$ cat config.mk
export PLATFORM = sky130hd
export DESIGN_NAME = phasing_gate_sequencer
export DESIGN_NICKNAME = d
export VERILOG_FILES = /design/src/rtl/core/pgs_pkg.sv /design/src/rtl/core/pgs_core.sv /design/src/rtl/core/pgs_out_buf.sv /design/src/rtl/core/phasing_gate_sequencer.sv
export SDC_FILE = /design/constraint.sdc
export NUM_CORES = 1
export LEC_CHECK = 0
export BUFFER_PORTS_ARGS = -buffer_cell sky130_fd_sc_hd__buf_2
export CORE_MARGIN = 3
export CORE_UTILIZATION = 50
export CTS_CLUSTER_DIAMETER = 100
export DETAILED_ROUTE_END_ITERATION = 6
export PLACE_DENSITY_LB_ADDON = 0.3
export SYNTH_ARGS = -nofsm -noshare
export SYNTH_HDL_FRONTEND = slang
export SYNTH_SLANG_ARGS = --single-unit
$ cat constraint.sdc
create_clock -name clk -period 5.3 [get_ports clk]
set_clock_uncertainty 0.1 [all_clocks]
set_input_delay 0.53 -clock clk [delete_from_list [all_inputs] [get_ports clk]]
set_output_delay 0.53 -clock clk [all_outputs]
set_load 0.01 [all_outputs]
$ cat src/rtl/core/pgs_pkg.sv
package pgs_pkg;

    localparam int CFG_IDX_W   = 2;
    localparam int CFG_DATA_W  = 32;
    localparam int CNT_FIELD_W = 6;
    localparam int PAT_W       = 32;
    localparam int FIRST_W     = 16;
    localparam int GAP_MS      = 200;

    localparam logic [CFG_IDX_W-1:0] CFG_STEP_COUNT   = 2'd0;
    localparam logic [CFG_IDX_W-1:0] CFG_STEP_PATTERN = 2'd1;
    localparam logic [CFG_IDX_W-1:0] CFG_FIRST_PULSE  = 2'd2;

    // lowest bit first on the bus: trigger_out, reset_lamp, step_position, unmask_progress
    typedef struct packed {
        logic [CNT_FIELD_W-1:0] unmask_progress;
        logic [CNT_FIELD_W-1:0] step_position;
        logic                   reset_lamp;
        logic                   trigger_out;
    } pgs_result_t;

    localparam int RESULT_W = $bits(pgs_result_t);

endpackage

$ cat src/rtl/core/pgs_core.sv
module pgs_core #(
    parameter int MAX_STEPS = 32,
    parameter int TIME_BITS = 16
) (
    input  logic                                clk,
    input  logic                                rst_n,
    input  logic                                cfg_we,
    input  logic [pgs_pkg::CFG_IDX_W-1:0]       cfg_index,
    input  logic [pgs_pkg::CFG_DATA_W-1:0]      cfg_data,
    input  logic                                item_accept,
    input  logic                                gate_level,
    output pgs_pkg::pgs_result_t                result
);
    import pgs_pkg::*;

    localparam int IW = $clog2(MAX_STEPS + 1);
    localparam int MW = (MAX_STEPS > 1) ? $clog2(MAX_STEPS) : 1;
    localparam logic [TIME_BITS-1:0] TIME_MAX = {TIME_BITS{1'b1}};

    logic [CNT_FIELD_W-1:0] step_count_reg;
    logic [PAT_W-1:0]       step_pattern_reg;

    logic [IW-1:0]          step_index_reg, step_index_next;
    logic [IW-1:0]          unmask_count_reg, unmask_count_next;
    logic [MAX_STEPS-1:0]   unmask_bits_reg, unmask_bits_next;
    logic                   gate_seen_reg, gate_seen_next;
    logic                   fire_hold_reg, fire_hold_next;
    logic [TIME_BITS-1:0]   gate_width_reg, gate_width_next;
    logic [TIME_BITS-1:0]   pulse_length_reg, pulse_length_next;
    logic                   pulse_active_reg, pulse_active_next;
    logic [TIME_BITS-1:0]   pulse_remaining_reg, pulse_remaining_next;

    logic [IW-1:0]          active_len;
    logic [IW:0]            count_inc;
    logic [TIME_BITS:0]     width_sum;
    logic                   lamp;
    logic                   pat_bit;
    logic                   opn_bit;

    always_comb
    begin
        if (step_count_reg == '0)
            active_len = IW'(1);
        else if (32'(step_count_reg) > 32'(MAX_STEPS))
            active_len = IW'(MAX_STEPS);
        else
            active_len = IW'(step_count_reg);
    end

    always_comb
    begin
        step_index_next      = step_index_reg;
        unmask_count_next    = unmask_count_reg;
        unmask_bits_next     = unmask_bits_reg;
        gate_seen_next       = gate_seen_reg;
        fire_hold_next       = fire_hold_reg;
        gate_width_next      = gate_width_reg;
        pulse_length_next    = pulse_length_reg;
        pulse_active_next    = pulse_active_reg;
        pulse_remaining_next = pulse_remaining_reg;
        lamp                 = 1'b0;
        count_inc            = '0;
        width_sum            = '0;
        pat_bit              = 1'b0;
        opn_bit              = 1'b0;

        // lamp countdown from the previous tick's state
        if (pulse_active_reg)
        begin
            if (pulse_remaining_reg == '0)
                pulse_active_next = 1'b0;
            else
            begin
                pulse_remaining_next = pulse_remaining_reg - 1'b1;
                lamp = 1'b1;
            end
        end

        if (gate_seen_reg && gate_width_reg != TIME_MAX)
            gate_width_next = gate_width_reg + 1'b1;

        if (gate_level)
        begin
            if (!gate_seen_reg)
            begin
                gate_seen_next  = 1'b1;
                gate_width_next = '0;
                if (step_index_reg >= active_len)
                begin
                    step_index_next = '0;
                    if (unmask_count_reg < active_len)
                        unmask_bits_next[unmask_count_reg[MW-1:0]] = 1'b1;
                    count_inc = {1'b0, unmask_count_reg} + 1'b1;
                    if (count_inc > {1'b0, active_len})
                    begin
                        // every step opened: clear and start the lamp pulse
                        unmask_count_next    = '0;
                        unmask_bits_next     = '0;
                        pulse_active_next    = 1'b1;
                        pulse_remaining_next = pulse_length_reg;
                    end
                    else
                        unmask_count_next = count_inc[IW-1:0];
                end
                pat_bit = (32'(step_index_next) < 32) && step_pattern_reg[5'(step_index_next)];
                opn_bit = unmask_bits_next[step_index_next[MW-1:0]];
                fire_hold_next  = pat_bit && opn_bit;
                step_index_next = step_index_next + 1'b1;
            end
        end
        else
        begin
            if (gate_seen_reg)
            begin
                width_sum = {1'b0, gate_width_next} + (TIME_BITS+1)'(GAP_MS);
                pulse_length_next = width_sum[TIME_BITS] ? TIME_MAX : width_sum[TIME_BITS-1:0];
            end
            gate_seen_next = 1'b0;
            fire_hold_next = 1'b0;
        end
    end

    always_ff @(posedge clk or negedge rst_n)
    begin
        if (!rst_n)
        begin
            step_count_reg      <= CNT_FIELD_W'(8);
            step_pattern_reg    <= PAT_W'(1);
            step_index_reg      <= '0;
            unmask_count_reg    <= '0;
            unmask_bits_reg     <= '0;
            gate_seen_reg       <= 1'b0;
            fire_hold_reg       <= 1'b0;
            gate_width_reg      <= '0;
            pulse_length_reg    <= '0;
            pulse_active_reg    <= 1'b0;
            pulse_remaining_reg <= '0;
        end
        else if (cfg_we)
        begin
            unique case (cfg_index)
                CFG_STEP_COUNT:   step_count_reg   <= cfg_data[CNT_FIELD_W-1:0];
                CFG_STEP_PATTERN: step_pattern_reg <= cfg_data[PAT_W-1:0];
                CFG_FIRST_PULSE:
                begin
                    if (TIME_BITS >= FIRST_W)
                        pulse_length_reg <= TIME_BITS'(cfg_data[FIRST_W-1:0]);
                    else
                        pulse_length_reg <= cfg_data[TIME_BITS-1:0];
                end
                default: ;
            endcase
        end
        else if (item_accept)
        begin
            step_index_reg      <= step_index_next;
            unmask_count_reg    <= unmask_count_next;
            unmask_bits_reg     <= unmask_bits_next;
            gate_seen_reg       <= gate_seen_next;
            fire_hold_reg       <= fire_hold_next;
            gate_width_reg      <= gate_width_next;
            pulse_length_reg    <= pulse_length_next;
            pulse_active_reg    <= pulse_active_next;
            pulse_remaining_reg <= pulse_remaining_next;
        end
    end

    always_comb
    begin
        result.trigger_out     = fire_hold_next;
        result.reset_lamp      = lamp;
        result.step_position   = CNT_FIELD_W'(step_index_next);
        result.unmask_progress = CNT_FIELD_W'(unmask_count_next);
    end

endmodule

$ cat src/rtl/core/pgs_out_buf.sv
module pgs_out_buf (
    input  logic                 clk,
    input  logic                 rst_n,
    input  logic                 in_valid,
    output logic                 in_ready,
    input  pgs_pkg::pgs_result_t in_data,
    output logic                 out_valid,
    input  logic                 out_ready,
    output pgs_pkg::pgs_result_t out_data
);
    import pgs_pkg::*;

    logic        main_valid_reg;
    logic        skid_valid_reg;
    pgs_result_t main_data_reg;
    pgs_result_t skid_data_reg;
    logic        take;
    logic        push;

    assign in_ready  = !skid_valid_reg;
    assign out_valid = main_valid_reg;
    assign out_data  = main_data_reg;
    assign take      = main_valid_reg && out_ready;
    assign push      = in_valid && !skid_valid_reg;

    always_ff @(posedge clk or negedge rst_n)
    begin
        if (!rst_n)
        begin
            main_valid_reg <= 1'b0;
            skid_valid_reg <= 1'b0;
        end
        else
        begin
            if (skid_valid_reg)
            begin
                if (take)
                    skid_valid_reg <= 1'b0;
            end
            else if (push && main_valid_reg && !take)
                skid_valid_reg <= 1'b1;

            if (skid_valid_reg)
                main_valid_reg <= 1'b1;
            else if (push)
                main_valid_reg <= 1'b1;
            else if (take)
                main_valid_reg <= 1'b0;
        end
    end

    always_ff @(posedge clk)
    begin
        if (skid_valid_reg)
        begin
            if (take)
                main_data_reg <= skid_data_reg;
        end
        else if (push)
        begin
            // park the item while the output is stalled
            if (main_valid_reg && !take)
                skid_data_reg <= in_data;
            else
                main_data_reg <= in_data;
        end
    end

endmodule

$ cat src/rtl/core/phasing_gate_sequencer.sv
// Each accepted item's result is registered in the output buffer for the m_ side.
// Throughput: one item per cycle while the skid entry is free; the whole state
// update is a single combinational pass into the state registers and the output
// register. A two-entry output buffer keeps input flowing for one item of stall.
// Reset (rst_n low, asynchronous): counters, mask and lamp clear, step_count 8,
// step_pattern 1, pulse length 0; no item is held.
module phasing_gate_sequencer #(
    parameter int MAX_STEPS = 32,
    parameter int TIME_BITS = 16
) (
    input  logic                           clk,
    input  logic                           rst_n,
    input  logic                           cfg_we,
    input  logic [pgs_pkg::CFG_IDX_W-1:0]  cfg_index,
    input  logic [pgs_pkg::CFG_DATA_W-1:0] cfg_data,
    input  logic                           s_tvalid,
    output logic                           s_tready,
    input  logic [7:0]                     s_tdata,  // [0] gate_level
    output logic                           m_tvalid,
    input  logic                           m_tready,
    // [0] trigger_out, [1] reset_lamp, [7:2] step_position, [13:8] unmask_progress
    output logic [15:0]                    m_tdata
);
    import pgs_pkg::*;

    pgs_result_t core_result;
    pgs_result_t out_result;
    logic        accept;

    assign accept = s_tvalid && s_tready;

    pgs_core #(
        .MAX_STEPS (MAX_STEPS),
        .TIME_BITS (TIME_BITS)
    ) u_core (
        .clk         (clk),
        .rst_n       (rst_n),
        .cfg_we      (cfg_we),
        .cfg_index   (cfg_index),
        .cfg_data    (cfg_data),
        .item_accept (accept),
        .gate_level  (s_tdata[0]),
        .result      (core_result)
    );

    pgs_out_buf u_out_buf (
        .clk       (clk),
        .rst_n     (rst_n),
        .in_valid  (s_tvalid),
        .in_ready  (s_tready),
        .in_data   (core_result),
        .out_valid (m_tvalid),
        .out_ready (m_tready),
        .out_data  (out_result)
    );

    assign m_tdata = {(16 - RESULT_W)'(0), out_result};

endmodule
Yosys cells after proc, flatten, opt, wreduce, memory -nomap -nowiden
Index checks and enable logic that the tools add are counted.

word-level totals
  output and inout bits = 18
  bits of input ports = 47
  flip-flop bits (word level) = 163

operators by class
  order comparisons = 8
  bitwise gates (word level) = 4
  equality and inequality tests = 7
  add/sub/neg operators = 5
  muxes and demuxes = 56
  reductions and logical operators = 25

operators by type and width
  cell                                                                           number
  16-bit two-way mux                                                             15
  32-bit two-way mux                                                             5
  6-bit two-way mux                                                              11
  14-bit two-way mux                                                             4
  32-bit bitwise OR                                                              1
  1-bit two-way mux                                                              18
  16-bit by 8-bit adder with 17-bit output (second input constant)               1
  16-bit by 1-bit adder with 16-bit output (second input constant)               1
  16-bit zero test                                                               1
  16-bit inequality test (second input constant)                                 1
  16-bit by 1-bit subtractor with 16-bit output (second input constant)          1
  5-bit by 6-bit less-than comparator with 1-bit output (second input constant)  2
  1-bit binary-select mux with 5-bit select                                      2
  1-bit logical AND                                                              9
  4-bit AND reduction                                                            2
  6-bit by 1-bit adder with 7-bit output (second input constant)                 1
  7-bit by 6-bit > comparator with 1-bit output                                  1
  6-bit by 1-bit adder with 6-bit output (second input constant)                 1
  6-bit greater-or-equal comparator                                              1
  6-bit > comparator (second input constant)                                     1
  6-bit zero test                                                                1
  6-bit less-than comparator                                                     1
  6-bit less-than comparator (second input constant)                             1
  2-bit AND reduction                                                            3
  other kinds (12)                                                               20

Longest topological paths before layout
Gate-level depths: netlist (run 1).

  depth after elaboration = 18
  gate-level depth with buffers = 17
  depth with buffers taken out = 16

By module
Synthesis (run 1) repeated with hierarchy kept, for this count alone.

second synthesis, totals
  cells, all modules = 944
  area, all modules = 9200.1 um2

modules (own cells, without submodules)
  module                  instances  cells an instance  sequential area each (um2)  area an instance (um2)
  pgs_core                1          885                3330.7                      8013.9
  pgs_out_buf             1          55                 890.9                       1161.1
  phasing_gate_sequencer  1          4                  0.0                         25.0

Worst setup path after synthesis (run 1)
OpenSTA, ideal clock, no wires.

  kind = reg2reg
  start = reg u_core.gate_width_reg[0]
  end = reg u_core.pulse_length_reg[13]
  data required time = 5078 ps
  library setup time = 122 ps
  arrival time = 3378 ps
  period minus slack after synthesis = 3600 ps
  cell stages (with the launch flop) = 16
  slack = 1700 ps
  path through = dfrtp_1 -> ha_1 -> nand4_1 -> or4_4 -> buf_6 -> and2_1 -> nand3_1 -> xor2_1 -> inv_1 -> ha_1 -> o21ai_0 -> a22oi_1 -> o2111ai_1 -> or4_1 -> a21oi_1 -> o21ai_1

on the way
  longest elaborated chain between the ends = 9
  elaborated cells on any way between the ends = 10
  those cells by class = add/sub: 2; eq/ne: 1; mux: 6; reduce/logical: 1

RTL lines
  what                                                                                              line             source
  start, declared                                                                                   pgs_core.sv:28   logic [TIME_BITS-1:0] gate_width_reg, gate_width_next;
  start signal, assigned                                                                            pgs_core.sv:161  gate_width_reg <= gate_width_next;
  parallel branches: the longest is 2 deep, another holds 16-bit by 1-bit adder with 16-bit output  n/a
  16-bit two-way mux (*)                                                                            pgs_core.sv:79   if (gate_seen_reg && gate_width_reg != TIME_MAX)
  16-bit by 8-bit adder with 17-bit output (*)                                                      pgs_core.sv:115  width_sum = {1'b0, gate_width_next} + (TIME_BITS+1)'(GAP_MS);
  16-bit two-way mux (*)                                                                            pgs_core.sv:116  pulse_length_next = width_sum[TIME_BITS] ? TIME_MAX : width_sum[TIME_BITS-1:0];
  16-bit two-way mux (*)                                                                            pgs_core.sv:113  if (gate_seen_reg)
  16-bit two-way mux (*)                                                                            pgs_core.sv:82   if (gate_level)
  16-bit two-way mux (*)                                                                            pgs_core.sv:154  else if (item_accept)
  16-bit two-way mux (*)                                                                            pgs_core.sv:139  else if (cfg_we)
  end signal, assigned                                                                              pgs_core.sv:147  pulse_length_reg <= TIME_BITS'(cfg_data[FIRST_W-1:0]);
  end signal, assigned                                                                              pgs_core.sv:149  pulse_length_reg <= cfg_data[TIME_BITS-1:0];
  end signal, assigned                                                                              pgs_core.sv:162  pulse_length_reg <= pulse_length_next;
  end, declared                                                                                     pgs_core.sv:29   logic [TIME_BITS-1:0] pulse_length_reg, pulse_length_next;

Every way passes the cells marked *. The select of a mux whose other input is x is not followed.
A chain may end at the register's enable or synchronous reset.

Worst setup path after layout (run 1)
  start = reg u_core.unmask_count_reg[3]
  end = reg u_out_buf.main_data_reg, in the netlist u_out_buf.out_data[0], data pin

on the way
  longest elaborated chain between the ends = 18
  elaborated cells on any way between the ends = 22
  those cells by class = add/sub: 1; order compare: 4; mux: 14; bitwise: 1; reduce/logical: 2

RTL lines
  what                                                                                                                                                                line               source
  start, declared                                                                                                                                                     pgs_core.sv:24     logic [IW-1:0] unmask_count_reg, unmask_count_next;
  start signal, assigned                                                                                                                                              pgs_core.sv:157    unmask_count_reg <= unmask_count_next;
  5-bit by 6-bit less-than comparator with 1-bit output (implied by the code) / 5-bit by 1-bit greater-or-equal comparator with 1-bit output (equally long branches)  pgs_core.sv:92     unmask_bits_next[unmask_count_reg[MW-1:0]] = 1'b1;
  1-bit logical AND (implied by the code)                                                                                                                             pgs_core.sv:92
  1-bit two-way mux (implied by the code)                                                                                                                             pgs_core.sv:92
  1-bit demux with 5-bit select                                                                                                                                       n/a
  32-bit bitwise OR (no line)                                                                                                                                         n/a
  32-bit two-way mux                                                                                                                                                  pgs_core.sv:91     if (unmask_count_reg < active_len)
  32-bit two-way mux (*)                                                                                                                                              pgs_core.sv:94     if (count_inc > {1'b0, active_len})
  32-bit two-way mux (*)                                                                                                                                              pgs_core.sv:88     if (step_index_reg >= active_len)
  [... 2 more ...]                                                                                                                                                    n/a
  1-bit binary-select mux with 5-bit select (*)                                                                                                                       pgs_core.sv:106    opn_bit = unmask_bits_next[step_index_next[MW-1:0]];
  1-bit two-way mux (implied by the code) (*)                                                                                                                         pgs_core.sv:106
  1-bit logical AND (*)                                                                                                                                               pgs_core.sv:107    fire_hold_next = pat_bit && opn_bit;
  1-bit two-way mux (*)                                                                                                                                               pgs_core.sv:84     if (!gate_seen_reg)
  1-bit two-way mux (*)                                                                                                                                               pgs_core.sv:82
  14-bit two-way mux (*)                                                                                                                                              pgs_out_buf.sv:62  if (main_valid_reg && !take)
  14-bit two-way mux (*)                                                                                                                                              pgs_out_buf.sv:59  else if (push)
  14-bit two-way mux (*)                                                                                                                                              pgs_out_buf.sv:54  if (skid_valid_reg)
  end signal, assigned                                                                                                                                                pgs_out_buf.sv:57  main_data_reg <= skid_data_reg;
  end signal, assigned                                                                                                                                                pgs_out_buf.sv:65  main_data_reg <= in_data;
  end, declared                                                                                                                                                       pgs_out_buf.sv:15  pgs_result_t main_data_reg;

Mark *: on every way between the ends. The rest lies on a longest branch, timed or not. The select of a mux whose other input is x is not followed.

==> results.tsv, run 1 <==
stage	metric	value	unit
die	die_x	141	um
critical_path	critical_path_arrival	4.31	ns
yosys	ys_seq_area_frac	0.462	
final_layout	antennaDiodeCount	0	
timing	period_minus_slack	4.15	ns
power_and_ir_drop	p_total	4.04	mW
yosys	synth_ff_type	dfrtp_1	
clocking	clock_latency	0.43	ns
grt	grt_pass1_vias	6912	
routing	drcViolationCount	0	
clocking	clk_pin_slew	0.07	ns
grt	antenna_found_initial	0	
yosys	netlist_top_cells_count	dfrtp_1 (133), nand2_1 (103), a21oi_1 (79), nor2_1 (79), o21ai_0 (72)	
clocking	cts_sinks	163	
clocking	cts-root-buf	clkbuf_16	
yosys	synth-seq-cells	163	
timing	post-route-period-util	0.782	
grt	grt_max_degree	95	
power_and_ir_drop	p_int	2.61	mW
critical_path	crit_fanout	13	
routing	dr.pass1.iters	5	
timing	fin_ws	1.15	ns
routing	drt.antenna.violating_nets	0	
final_layout	fin_nets	1057	
power_and_ir_drop	powerDensity	399	nW/um^2
routing	routedWlPerCell	18.3	um
die	rows	48	
final_layout	drive_above_1_share	0.182	
die	start_util	0.519	
critical_path	cp_cell_sequence	and3_1 > nand3_1 > xnor2_1 > ha_1 > nand3_1 > o32a_1 > or4b_2 > a221o_1 > a221oi_1 > o32ai_1 > a31oi_1	
timing	maxSlewHeadroom	0.168	
timing	finalHoldViolCount	0	
power_and_ir_drop	leakage	4.29	nW
critical_path	cpMaxStageDelayCell	dfrtp_1	
die	pin_count	65	
grt	grt_usage	0.226	
routing	via_per_inst	6.08	
power_and_ir_drop	switching_power	1.43	mW
critical_path	crit_path_end_kind	flip-flop	
yosys	yosysTopAreaCellShare	0.364	
clocking	postCtsHoldBufs	0	
die	core-area	17600	sq um
grt	grt-ovfl-total	0	
timing	max_freq	0.241	GHz
critical_path	critPathLaunchType	flip-flop	
clocking	cts_buffers	17	
placement	dpl-instance-area	9540	sq um
timing	worstMarginPinSlew	1.25	ns
power_and_ir_drop	switching_share	0.353	
yosys	synth_edf_count	28	
power_and_ir_drop	seqPwrFrac	0.409	
critical_path	cp_slowest_stage_delay	0.65	ns
yosys	yosys-top-cells-area	dfrtp_1 (36%), edfxtp_1 (9.2%), mux2_2 (6.8%)	
clocking	cts_tree	built	
yosys	synth_area_per_cell	9.51	sq um
grt	grt_pass1_wl	36200	um
power_and_ir_drop	p_comb_frac	0.288	
job	cap_violations	0	
placement	place_hpwl	15400	um
timing	setup_viol	0	
final_layout	syn_to_final_growth	10.9	%
placement	dp_slack	1.24	ns
critical_path	cpMostUsedCell	nand3_1	
routing	finalWirelength	22300	um
placement	port_buffers	55	
timing	rsz0062_at_grt	no	
yosys	yosysMostFrequentCell	dfrtp_1	
routing	drt_iter0_drc	689	
yosys	yosysTopAreaCell	dfrtp_1	
yosys	ys_warn_count	0	
yosys	synthArstFlopShare	0.828	
die	dieArea	19900	sq um
routing	dr_total_vias	7425	
critical_path	worstSetupPathType	flip-flop to flip-flop	
placement	gp_congestion	0.896	
power_and_ir_drop	p_clk_frac	0.302	
timing	setup_tns	0	ns
clocking	post-cts-setup-buffers	0	
clocking	cts_max_path_buffers	2	
die	die_h	141	um
timing	slew_violations	0	
yosys	synth_cell_types	79	
worst_hold_path	hp-class	input pin to asynchronous set/reset pin	
yosys	syn_area	9130	sq um
status	status	finished clean	
timing	whs	0.0625	ns
clocking	h-tree-depth	4	
yosys	synth_cells	960	
final_layout	stdcell_area	10100	sq um
critical_path	required	5.46	ns
power_and_ir_drop	ir_worst_vdd	0.264	mV
clocking	ctsResizeCount	0	
==> final timing paths <==
| path | depth (start not counted) | slack (ns) | from | to |
|---|---|---|---|---|
| hold / removal | 1 | 0.06 | rst_n | u_core.gate_width_reg[6] |
| hold reg to reg | 2 | 0.39 | u_core.pulse_length_reg[4] | u_core.pulse_length_reg[4] |
| max in group asynchronous | 2 | 3.98 | rst_n | u_core.unmask_bits_reg[21] |
| setup reg to reg | 11 | 1.15 | u_core.unmask_count_reg[3] | u_out_buf.out_data[0] |
| min in group clk | 2 | 0.20 | m_tready | u_out_buf.skid_valid_reg |
| setup / recovery | 11 | 1.15 | u_core.unmask_count_reg[3] | u_out_buf.out_data[0] |
==> power by group through the flow <==
stage | sequential (mW) | clock, mW | combinational [mW]
2_1_floorplan | 1.62 | 0 | 0.836
3_3_place_gp | 1.67 | 0 | 1.12
3_5_place_dp | 1.67 | 0 | 1.15
4_1_cts | 1.65 | 1.24 | 1.15
5_1_grt | 1.68 | 1.29 | 1.29
6_report | 1.66 | 1.22 | 1.17
==> through the flow <==
step           std cells  utilization
5_1_grt             1222        0.576
3_5_place_dp        1190        0.542
4_1_cts             1222        0.576
2_1_floorplan        961            -
6_report            1222        0.576
3_3_place_gp        1190        0.542
==> worst max-delay path: cells and delay by family (launching register included) <==
kind / cells / cell delay, ns
flip-flops: 1 / 0.65
AND/OR/NAND/NOR: 4 / 1.27
adder cells (fa/ha/maj): 1 / 0.33
AO/OA/AOI/OAI: 5 / 1.45
XOR/XNOR: 1 / 0.17
==> area by class of cell <==
| type | count | area, sq um |
|---|---|---|
| fillers | 1514 | 7470 |
| multi-input cells | 712 | 4570 |
| flip-flops and latches | 163 | 4220 |
| clock buffers | 18 | 439 |
| repair buffers | 70 | 394 |
| well taps | 225 | 282 |
| clock inverters | 14 | 146 |
| inverters | 20 | 75.1 |
==> cell families (layout without fill, tap and decap cells) <==
logic type	after synthesis	in the layout	synth area share
buffers and inverters	86	122	0.0392
xor gates and xnor gates	25	25	0.0240
AOI/OAI and AO/OA	274	274	0.189
and+or+nand+nor	322	322	0.170
muxes	63	63	0.0793
other	1	2	0.000411
adders and majority gates	26	26	0.0356
DFF	163	163	0.462
==> layout by cell type, fill, tap and decap left out, types with 17 or more instances in the layout <==
cell / count
clkbuf_16: 17
nor3_1: 20
mux2_2: 55
a21oi_1: 79
o21ai_0: 72
dfrtp_1: 133
xnor2_1: 17
nor2_1: 78
ha_1: 26
edfxtp_1: 28
nand2_1: 103
nand3_1: 33
buf_2: 54
inv_1: 17
o22ai_1: 18
==> per-layer routing <==
layer,vias to the layer above,track usage,wire (um)
met5,-,0,0
li1,3556,-,-
met1,3598,0.341,10900
met3,32,0.0383,1310
met2,239,0.340,9780
met4,0,0.0592,365
(Power assumes the default switching activity.)
==> run 2: changes to the inputs <==
==> constraint.sdc (replaced) <==
create_clock -name clk -period 3.33 [get_ports clk]
set_clock_uncertainty 0.1 [all_clocks]
set_input_delay 0.333 -clock clk [delete_from_list [all_inputs] [get_ports clk]]
set_output_delay 0.333 -clock clk [all_outputs]
set_load 0.01 [all_outputs]
==> run 2 against run 1 <==
  * Sequential share of layout area is 2.8 points lower
  * Via count is 5.1% higher
  * Clock power is 62% higher
  * Sequential power is 57% higher
  * Die area stayed put
  * Setup slack worse by 1.1 ns
  * Critical endpoint unchanged
  * Largest cell class unchanged
==> results.tsv, run 2 (same netlist as run 1, synthesis figures left out) <==
stage	metric	value	unit
status	status	finished clean	
die	die_x	141	um
grt	grt_pass1_wl	39000	um
final_layout	syn_to_final_growth	18.8	%
clocking	cts_sinks	163	
critical_path	required	3.51	ns
final_layout	drive_above_1_share	0.262	
critical_path	cp_slowest_stage_delay	0.48	ns
final_layout	nFillCells	1487	
timing	post-route-period-util	0.992	
grt	grt_pass1_vias	7499	
placement	port_buffers	55	
timing	slew_violations	0	
grt	antenna_found_initial	0	
power_and_ir_drop	p_total	6.82	mW
critical_path	crit_path_end_kind	flip-flop	
final_layout	mostFrequentLayoutCells	dfrtp_1 (130), nand2_1 (103), nor2_1 (77)	
clocking	cts_buffers	17	
clocking	clk_pin_slew	0.07	ns
final_layout	multiInputGateArea	4770	sq um
placement	gp_congestion	0.919	
die	die_h	141	um
routing	routedWlPerCell	18.5	um
timing	period_minus_slack	3.30	ns
timing	setup_viol	0	
timing	finalHoldViolCount	0	
clocking	h-tree-depth	4	
routing	drt_iter0_drc	637	
timing	rsz0062_at_grt	yes	
die	start_util	0.519	
critical_path	cp_num_buf_inv	1	
final_layout	ff_latch_area	4230	sq um
final_layout	final_util	0.617	
power_and_ir_drop	leakage	4.65	nW
critical_path	cpMostUsedCell	nor2_1	
final_layout	fin_nets	1123	
critical_path	critPathLaunchType	flip-flop	
grt	grt-ovfl-total	0	
clocking	cts_max_path_buffers	2	
power_and_ir_drop	ir_worst_vdd	0.512	mV
routing	via_per_inst	6.06	
final_layout	layout.cells.most_common	dfrtp_1	
timing	whs	0.0201	ns
critical_path	crit_fanout	3	
timing	maxSlewHeadroom	0.211	
die	dieArea	19900	sq um
clocking	clock_latency	0.44	ns
clocking	cts_tree	built	
placement	place_hpwl	16600	um
critical_path	critical_path_arrival	3.48	ns
timing	max_freq	0.303	GHz
grt	grt_max_degree	93	
job	cap_violations	0	
routing	dr.pass1.iters	5	
critical_path	critPathTopFamily	compound AO/OA/AOI/OAI gates	
routing	finalWirelength	23900	um
critical_path	cpMaxStageDelayCell	or4b_4	
final_layout	antennaDiodeCount	0	
clocking	cts-root-buf	clkbuf_16	
grt	grt_usage	0.245	
worst_hold_path	hp-class	input pin to flip-flop	
power_and_ir_drop	powerDensity	629	nW/um^2
routing	dr_total_vias	7807	
routing	drcViolationCount	0	
die	core-area	17600	sq um
die	pin_count	65	
routing	drt.antenna.violating_nets	0	
die	rows	48	
critical_path	cp_cell_sequence	nor4_2 > nor2_1 > nor2_1 > buf_4 > ha_4 > o32a_1 > or4b_4 > a221o_1 > a221oi_2 > o32ai_4 > a31oi_1	
critical_path	worstSetupPathType	flip-flop to flip-flop	
timing	worstMarginPinSlew	1.18	ns
run 2: cell types whose count changed in the layout (fill, tap and decap cells not counted), moves of 3 or more:
cell     delta
buf_4      +61
ha_1        -6
ha_4        +5
a21oi_1     -3
a21oi_2     +3
and3_1      -3
dfrtp_1     -3
dfrtp_2     +3
inv_8       +3
run 2: layer usage:
layer / track usage / vias up / share of wire
met3: 0.0461 / 42 / 0.071
met5: 0 / - / 0
met4: 0.0806 / 0 / 0.021
li1: - / 3690 / -
met2: 0.375 / 264 / 0.45
met1: 0.352 / 3811 / 0.46
run 2: stage by stage:
stage | worst slack [ns] | TNS [ns] | area (sq um) | instances
global route | -0.115 | -0.350 | 10900 | 1288
detailed placement | 0.0197 | 0 | 10100 | 1251
finish | 0.0253 | 0 | 10900 | 1288
global placement | 0.0828 | 0 | 10100 | 1251
floorplan | 0.00507 | 0 | 9210 | 961
CTS | 0.0183 | 0 | 10700 | 1285
run 2: path summary, 6_finish.rpt:
kind,start,to,slack (ns),depth (start not counted)
max reg2reg,u_core.step_count_reg[2],u_out_buf.out_data[0],0.03,11
max,u_core.step_count_reg[2],u_out_buf.out_data[0],0.03,11
max in group asynchronous,rst_n,u_core.step_count_reg[3],1.98,3
min reg2reg,u_core.pulse_length_reg[0],u_core.pulse_length_reg[0],0.39,2
min in group asynchronous,rst_n,u_core.gate_width_reg[9],0.28,2
min,cfg_data[24],u_core.step_pattern_reg[24],0.02,2
run 2: where the power goes:
| group | switching [mW] | leakage, nW | total (mW) | internal, mW |
|---|---|---|---|---|
| Sequential | 0.226 | 2.01 | 2.60 | 2.38 |
| Combinational | 1.29 | 2.36 | 2.24 | 0.952 |
| Clock | 0.887 | 0.287 | 1.98 | 1.10 |
| Total | 2.40 | 4.65 | 6.82 | 4.43 |
run 2: repair_timing:
action | CTS | global route
hold buffers | 2 | 0
setup endpoints to repair | 1 | 38
resized for setup | 1 | 30
setup buffers | 0 | 3
hold endpoints to repair | 44 | 0
pin swaps | 0 | 7
run 2: final cells by class:
cell class              count  area share
flip-flops and latches    163       0.389
repair buffers            136      0.0843
multi-input cells         712       0.439
clock inverters            13      0.0129
inverters                  20     0.00692
well taps                 225      0.0259
clock buffers              19      0.0417
run 2: worst register-to-register path: stages, from the launching register on:
cell	delay (ns)
dfrtp_1	0.42
nor4_2	0.29
nor2_1	0.06
nor2_1	0.14
buf_4	0.16
ha_4	0.19
o32a_1	0.36
or4b_4	0.48
a221o_1	0.32
a221oi_2	0.31
o32ai_4	0.15
a31oi_1	0.18
==> run 3: changes to the inputs <==
--- a/config.mk
+++ b/config.mk
@@ -7,10 +7,11 @@
 export LEC_CHECK = 0
 export BUFFER_PORTS_ARGS = -buffer_cell sky130_fd_sc_hd__buf_2
 export CORE_MARGIN = 3
-export CORE_UTILIZATION = 50
+export CORE_UTILIZATION = 55
 export CTS_CLUSTER_DIAMETER = 100
 export DETAILED_ROUTE_END_ITERATION = 6
 export PLACE_DENSITY_LB_ADDON = 0.3
+export RECOVER_POWER = 25
 export SYNTH_ARGS = -nofsm -noshare
 export SYNTH_HDL_FRONTEND = slang
 export SYNTH_SLANG_ARGS = --single-unit
==> run 3 against run 2 <==
  * Final area is 0.56% lower
  * Largest cell class unchanged
  * The run now ends with setup timing left
  * Die area is 8.7% lower
  * Clock power is 5% lower
  * Critical endpoint unchanged
  * Global-route usage is 2.4 points higher
  * Flip-flop and latch count stayed put
==> results.tsv, run 3 (same netlist as run 1, synthesis figures left out) <==
stage	metric	value	unit
routing	routedWlPerCell	18.7	um
routing	finalWirelength	24000	um
die	die_x	135	um
status	violations	setup timing	
clocking	clk_pin_slew	0.07	ns
critical_path	crit-reg2reg-launch	u_core.unmask_count_reg[0]	
timing	maxSlewHeadroom	0.0605	
timing	slew_violations	0	
die	start_util	0.569	
critical_path	critPathLaunchType	flip-flop	
status	status	finished with violations	
power_and_ir_drop	powerDensity	624	nW/um^2
critical_path	crit_path_end_kind	flip-flop	
die	die_h	135	um
timing	period_minus_slack	3.37	ns
power_and_ir_drop	leakage	4.60	nW
final_layout	nFillCells	1247	
timing	fin_ws	-0.0385	ns
worst_hold_path	min_to	u_core.step_pattern_reg[28]	
timing	finalHoldViolCount	0	
job	cap_violations	0	
clocking	cts_sinks	163	
final_layout	fin_nets	1125	
critical_path	crit_fanout	3	
final_layout	antennaDiodeCount	0	
grt	grt_pass1_vias	7587	
die	rows	46	
timing	max_freq	0.297	GHz
grt	grt_usage	0.269	
placement	place_hpwl	16700	um
clocking	h-tree-depth	4	
grt	antenna_found_initial	0	
power_and_ir_drop	ir_worst_vdd	0.475	mV
clocking	cts_buffers	17	
timing	rsz0062_at_grt	yes	
routing	drcViolationCount	0	
clocking	cts-root-buf	clkbuf_16	
final_layout	layout.cells.most_common	dfrtp_1	
critical_path	regToRegSetupSlack	-0.04	ns
placement	gp_congestion	0.941	
timing	post-route-period-util	1.01	
timing	setup_viol	1	
worst_hold_path	hold_depth	2	
clocking	clock_latency	0.44	ns
grt	grt-ovfl-total	0	
grt	grt_max_degree	84	
critical_path	critical_path_arrival	3.54	ns
critical_path	timing.rr.end	u_out_buf.out_data[0]	
critical_path	required	3.50	ns
timing	worstMarginPinSlew	1.41	ns
clocking	cts_max_path_buffers	2	
routing	drt_iter0_drc	714	
critical_path	worstSetupPathType	flip-flop to flip-flop	
timing	setup_tns	-0.0385	ns
routing	dr.pass1.iters	5	
routing	via_per_inst	6.12	
placement	port_buffers	55	
final_layout	mostFrequentLayoutCells	dfrtp_1 (130), nand2_1 (102), a21oi_1 (78)	
critical_path	reg2regPathDepth	11	
routing	dr_total_vias	7838	
final_layout	final_util	0.672	
die	dieArea	18200	sq um
worst_hold_path	hp-class	input pin to flip-flop	
die	core-area	16100	sq um
grt	grt_pass1_wl	38800	um
final_layout	syn_to_final_growth	18.2	%
final_layout	drive_above_1_share	0.242	
clocking	cts_tree	built	
routing	drt.antenna.violating_nets	0	
worst_hold_path	hp-start	cfg_data[28]	
die	pin_count	65	
-- run 3: cell types whose count changed in the layout (fill, tap and decap cells not counted), sizes merged --
| cell | before | now |
|---|---|---|
| clkbuf | 19 | 38 |
| clkinv | 6 | 9 |
| bufinv | 1 | 0 |
| clkinvlp | 2 | 1 |
| buf | 134 | 117 |
| inv | 24 | 23 |
-- run 3: worst max path at each step --
| stage | startpoint | endpoint | slack (ns) | depth (start not counted) |
|---|---|---|---|---|
| after global placement | u_core.gate_width_reg[1] | u_core.pulse_length_reg[13] | 0.02 | 14 |
| after global routing | u_core.unmask_count_reg[3] | u_out_buf.out_data[0] | -0.14 | 11 |
| after detailed placement | u_core.gate_width_reg[1] | u_core.pulse_length_reg[13] | -0.05 | 14 |
| after floorplan | u_core.gate_width_reg[0] | u_core.pulse_length_reg[13] | 0.005 | 15 |
| after CTS | u_core.step_count_reg[2] | u_out_buf.out_data[0] | 0.007 | 10 |
| final | u_core.unmask_count_reg[0] | u_out_buf.out_data[0] | -0.04 | 11 |
-- run 3: cell type report --
type	instances	area, sq um	area share
multi-input cells	712	4760	0.441
flip-flops and latches	163	4230	0.391
repair buffers	138	901	0.0835
clock buffers	19	443	0.0410
well taps	216	270	0.0250
clock inverters	13	119	0.0110
inverters	20	75.1	0.00695
-- run 3: repair_timing --
action | in CTS | in global routing
gates resized for setup | 1 | 28
setup buffers | 1 | 3
setup endpoints to repair | 2 | 41
hold buffers | 2 | 0
hold endpoints to repair | 51 | 0
pin swaps | 0 | 5
cloned | 0 | 0
-- run 3: layer usage --
metal  global-route usage  share of wire  vias to the layer above
li1                     -              -                     3691
met5                    0              0                        -
met2                0.406           0.45                      313
met3               0.0451          0.072                       41
met1                0.395           0.46                     3793
met4               0.0984          0.020                        0
-- run 3: report_power, final --
group,switching (mW),internal (mW),total (mW)
clock network,0.889,0.999,1.89
registers,0.215,2.38,2.59
logic,1.30,0.953,2.25
total,2.40,4.33,6.73
-- run 3: stage by stage --
stage	power (mW)	area, sq um	setup slack [ns]	hold slack [ns]	instances
after floorplan	3.95	9210	0.00507	-0.0626	961
after global placement	4.66	10100	0.0240	0.225	1243
after detailed placement	4.72	10100	-0.0498	0.227	1243
after CTS	6.62	10700	0.00705	0.00846	1278
after global routing	7.08	10800	-0.137	0.0190	1281
final	6.73	10800	-0.0385	0.0176	1281
-- run 3: critical path, cell delays in order, from the launching register on --
cell and delay [ns]:
dfrtp_1 0.42, ha_4 0.18, nand3_4 0.08, xnor2_2 0.16
ha_1 0.33, nand3_2 0.08, o32a_1 0.32, or4b_4 0.48
a221o_1 0.34, a221oi_2 0.34, o32ai_4 0.15, a31oi_1 0.21
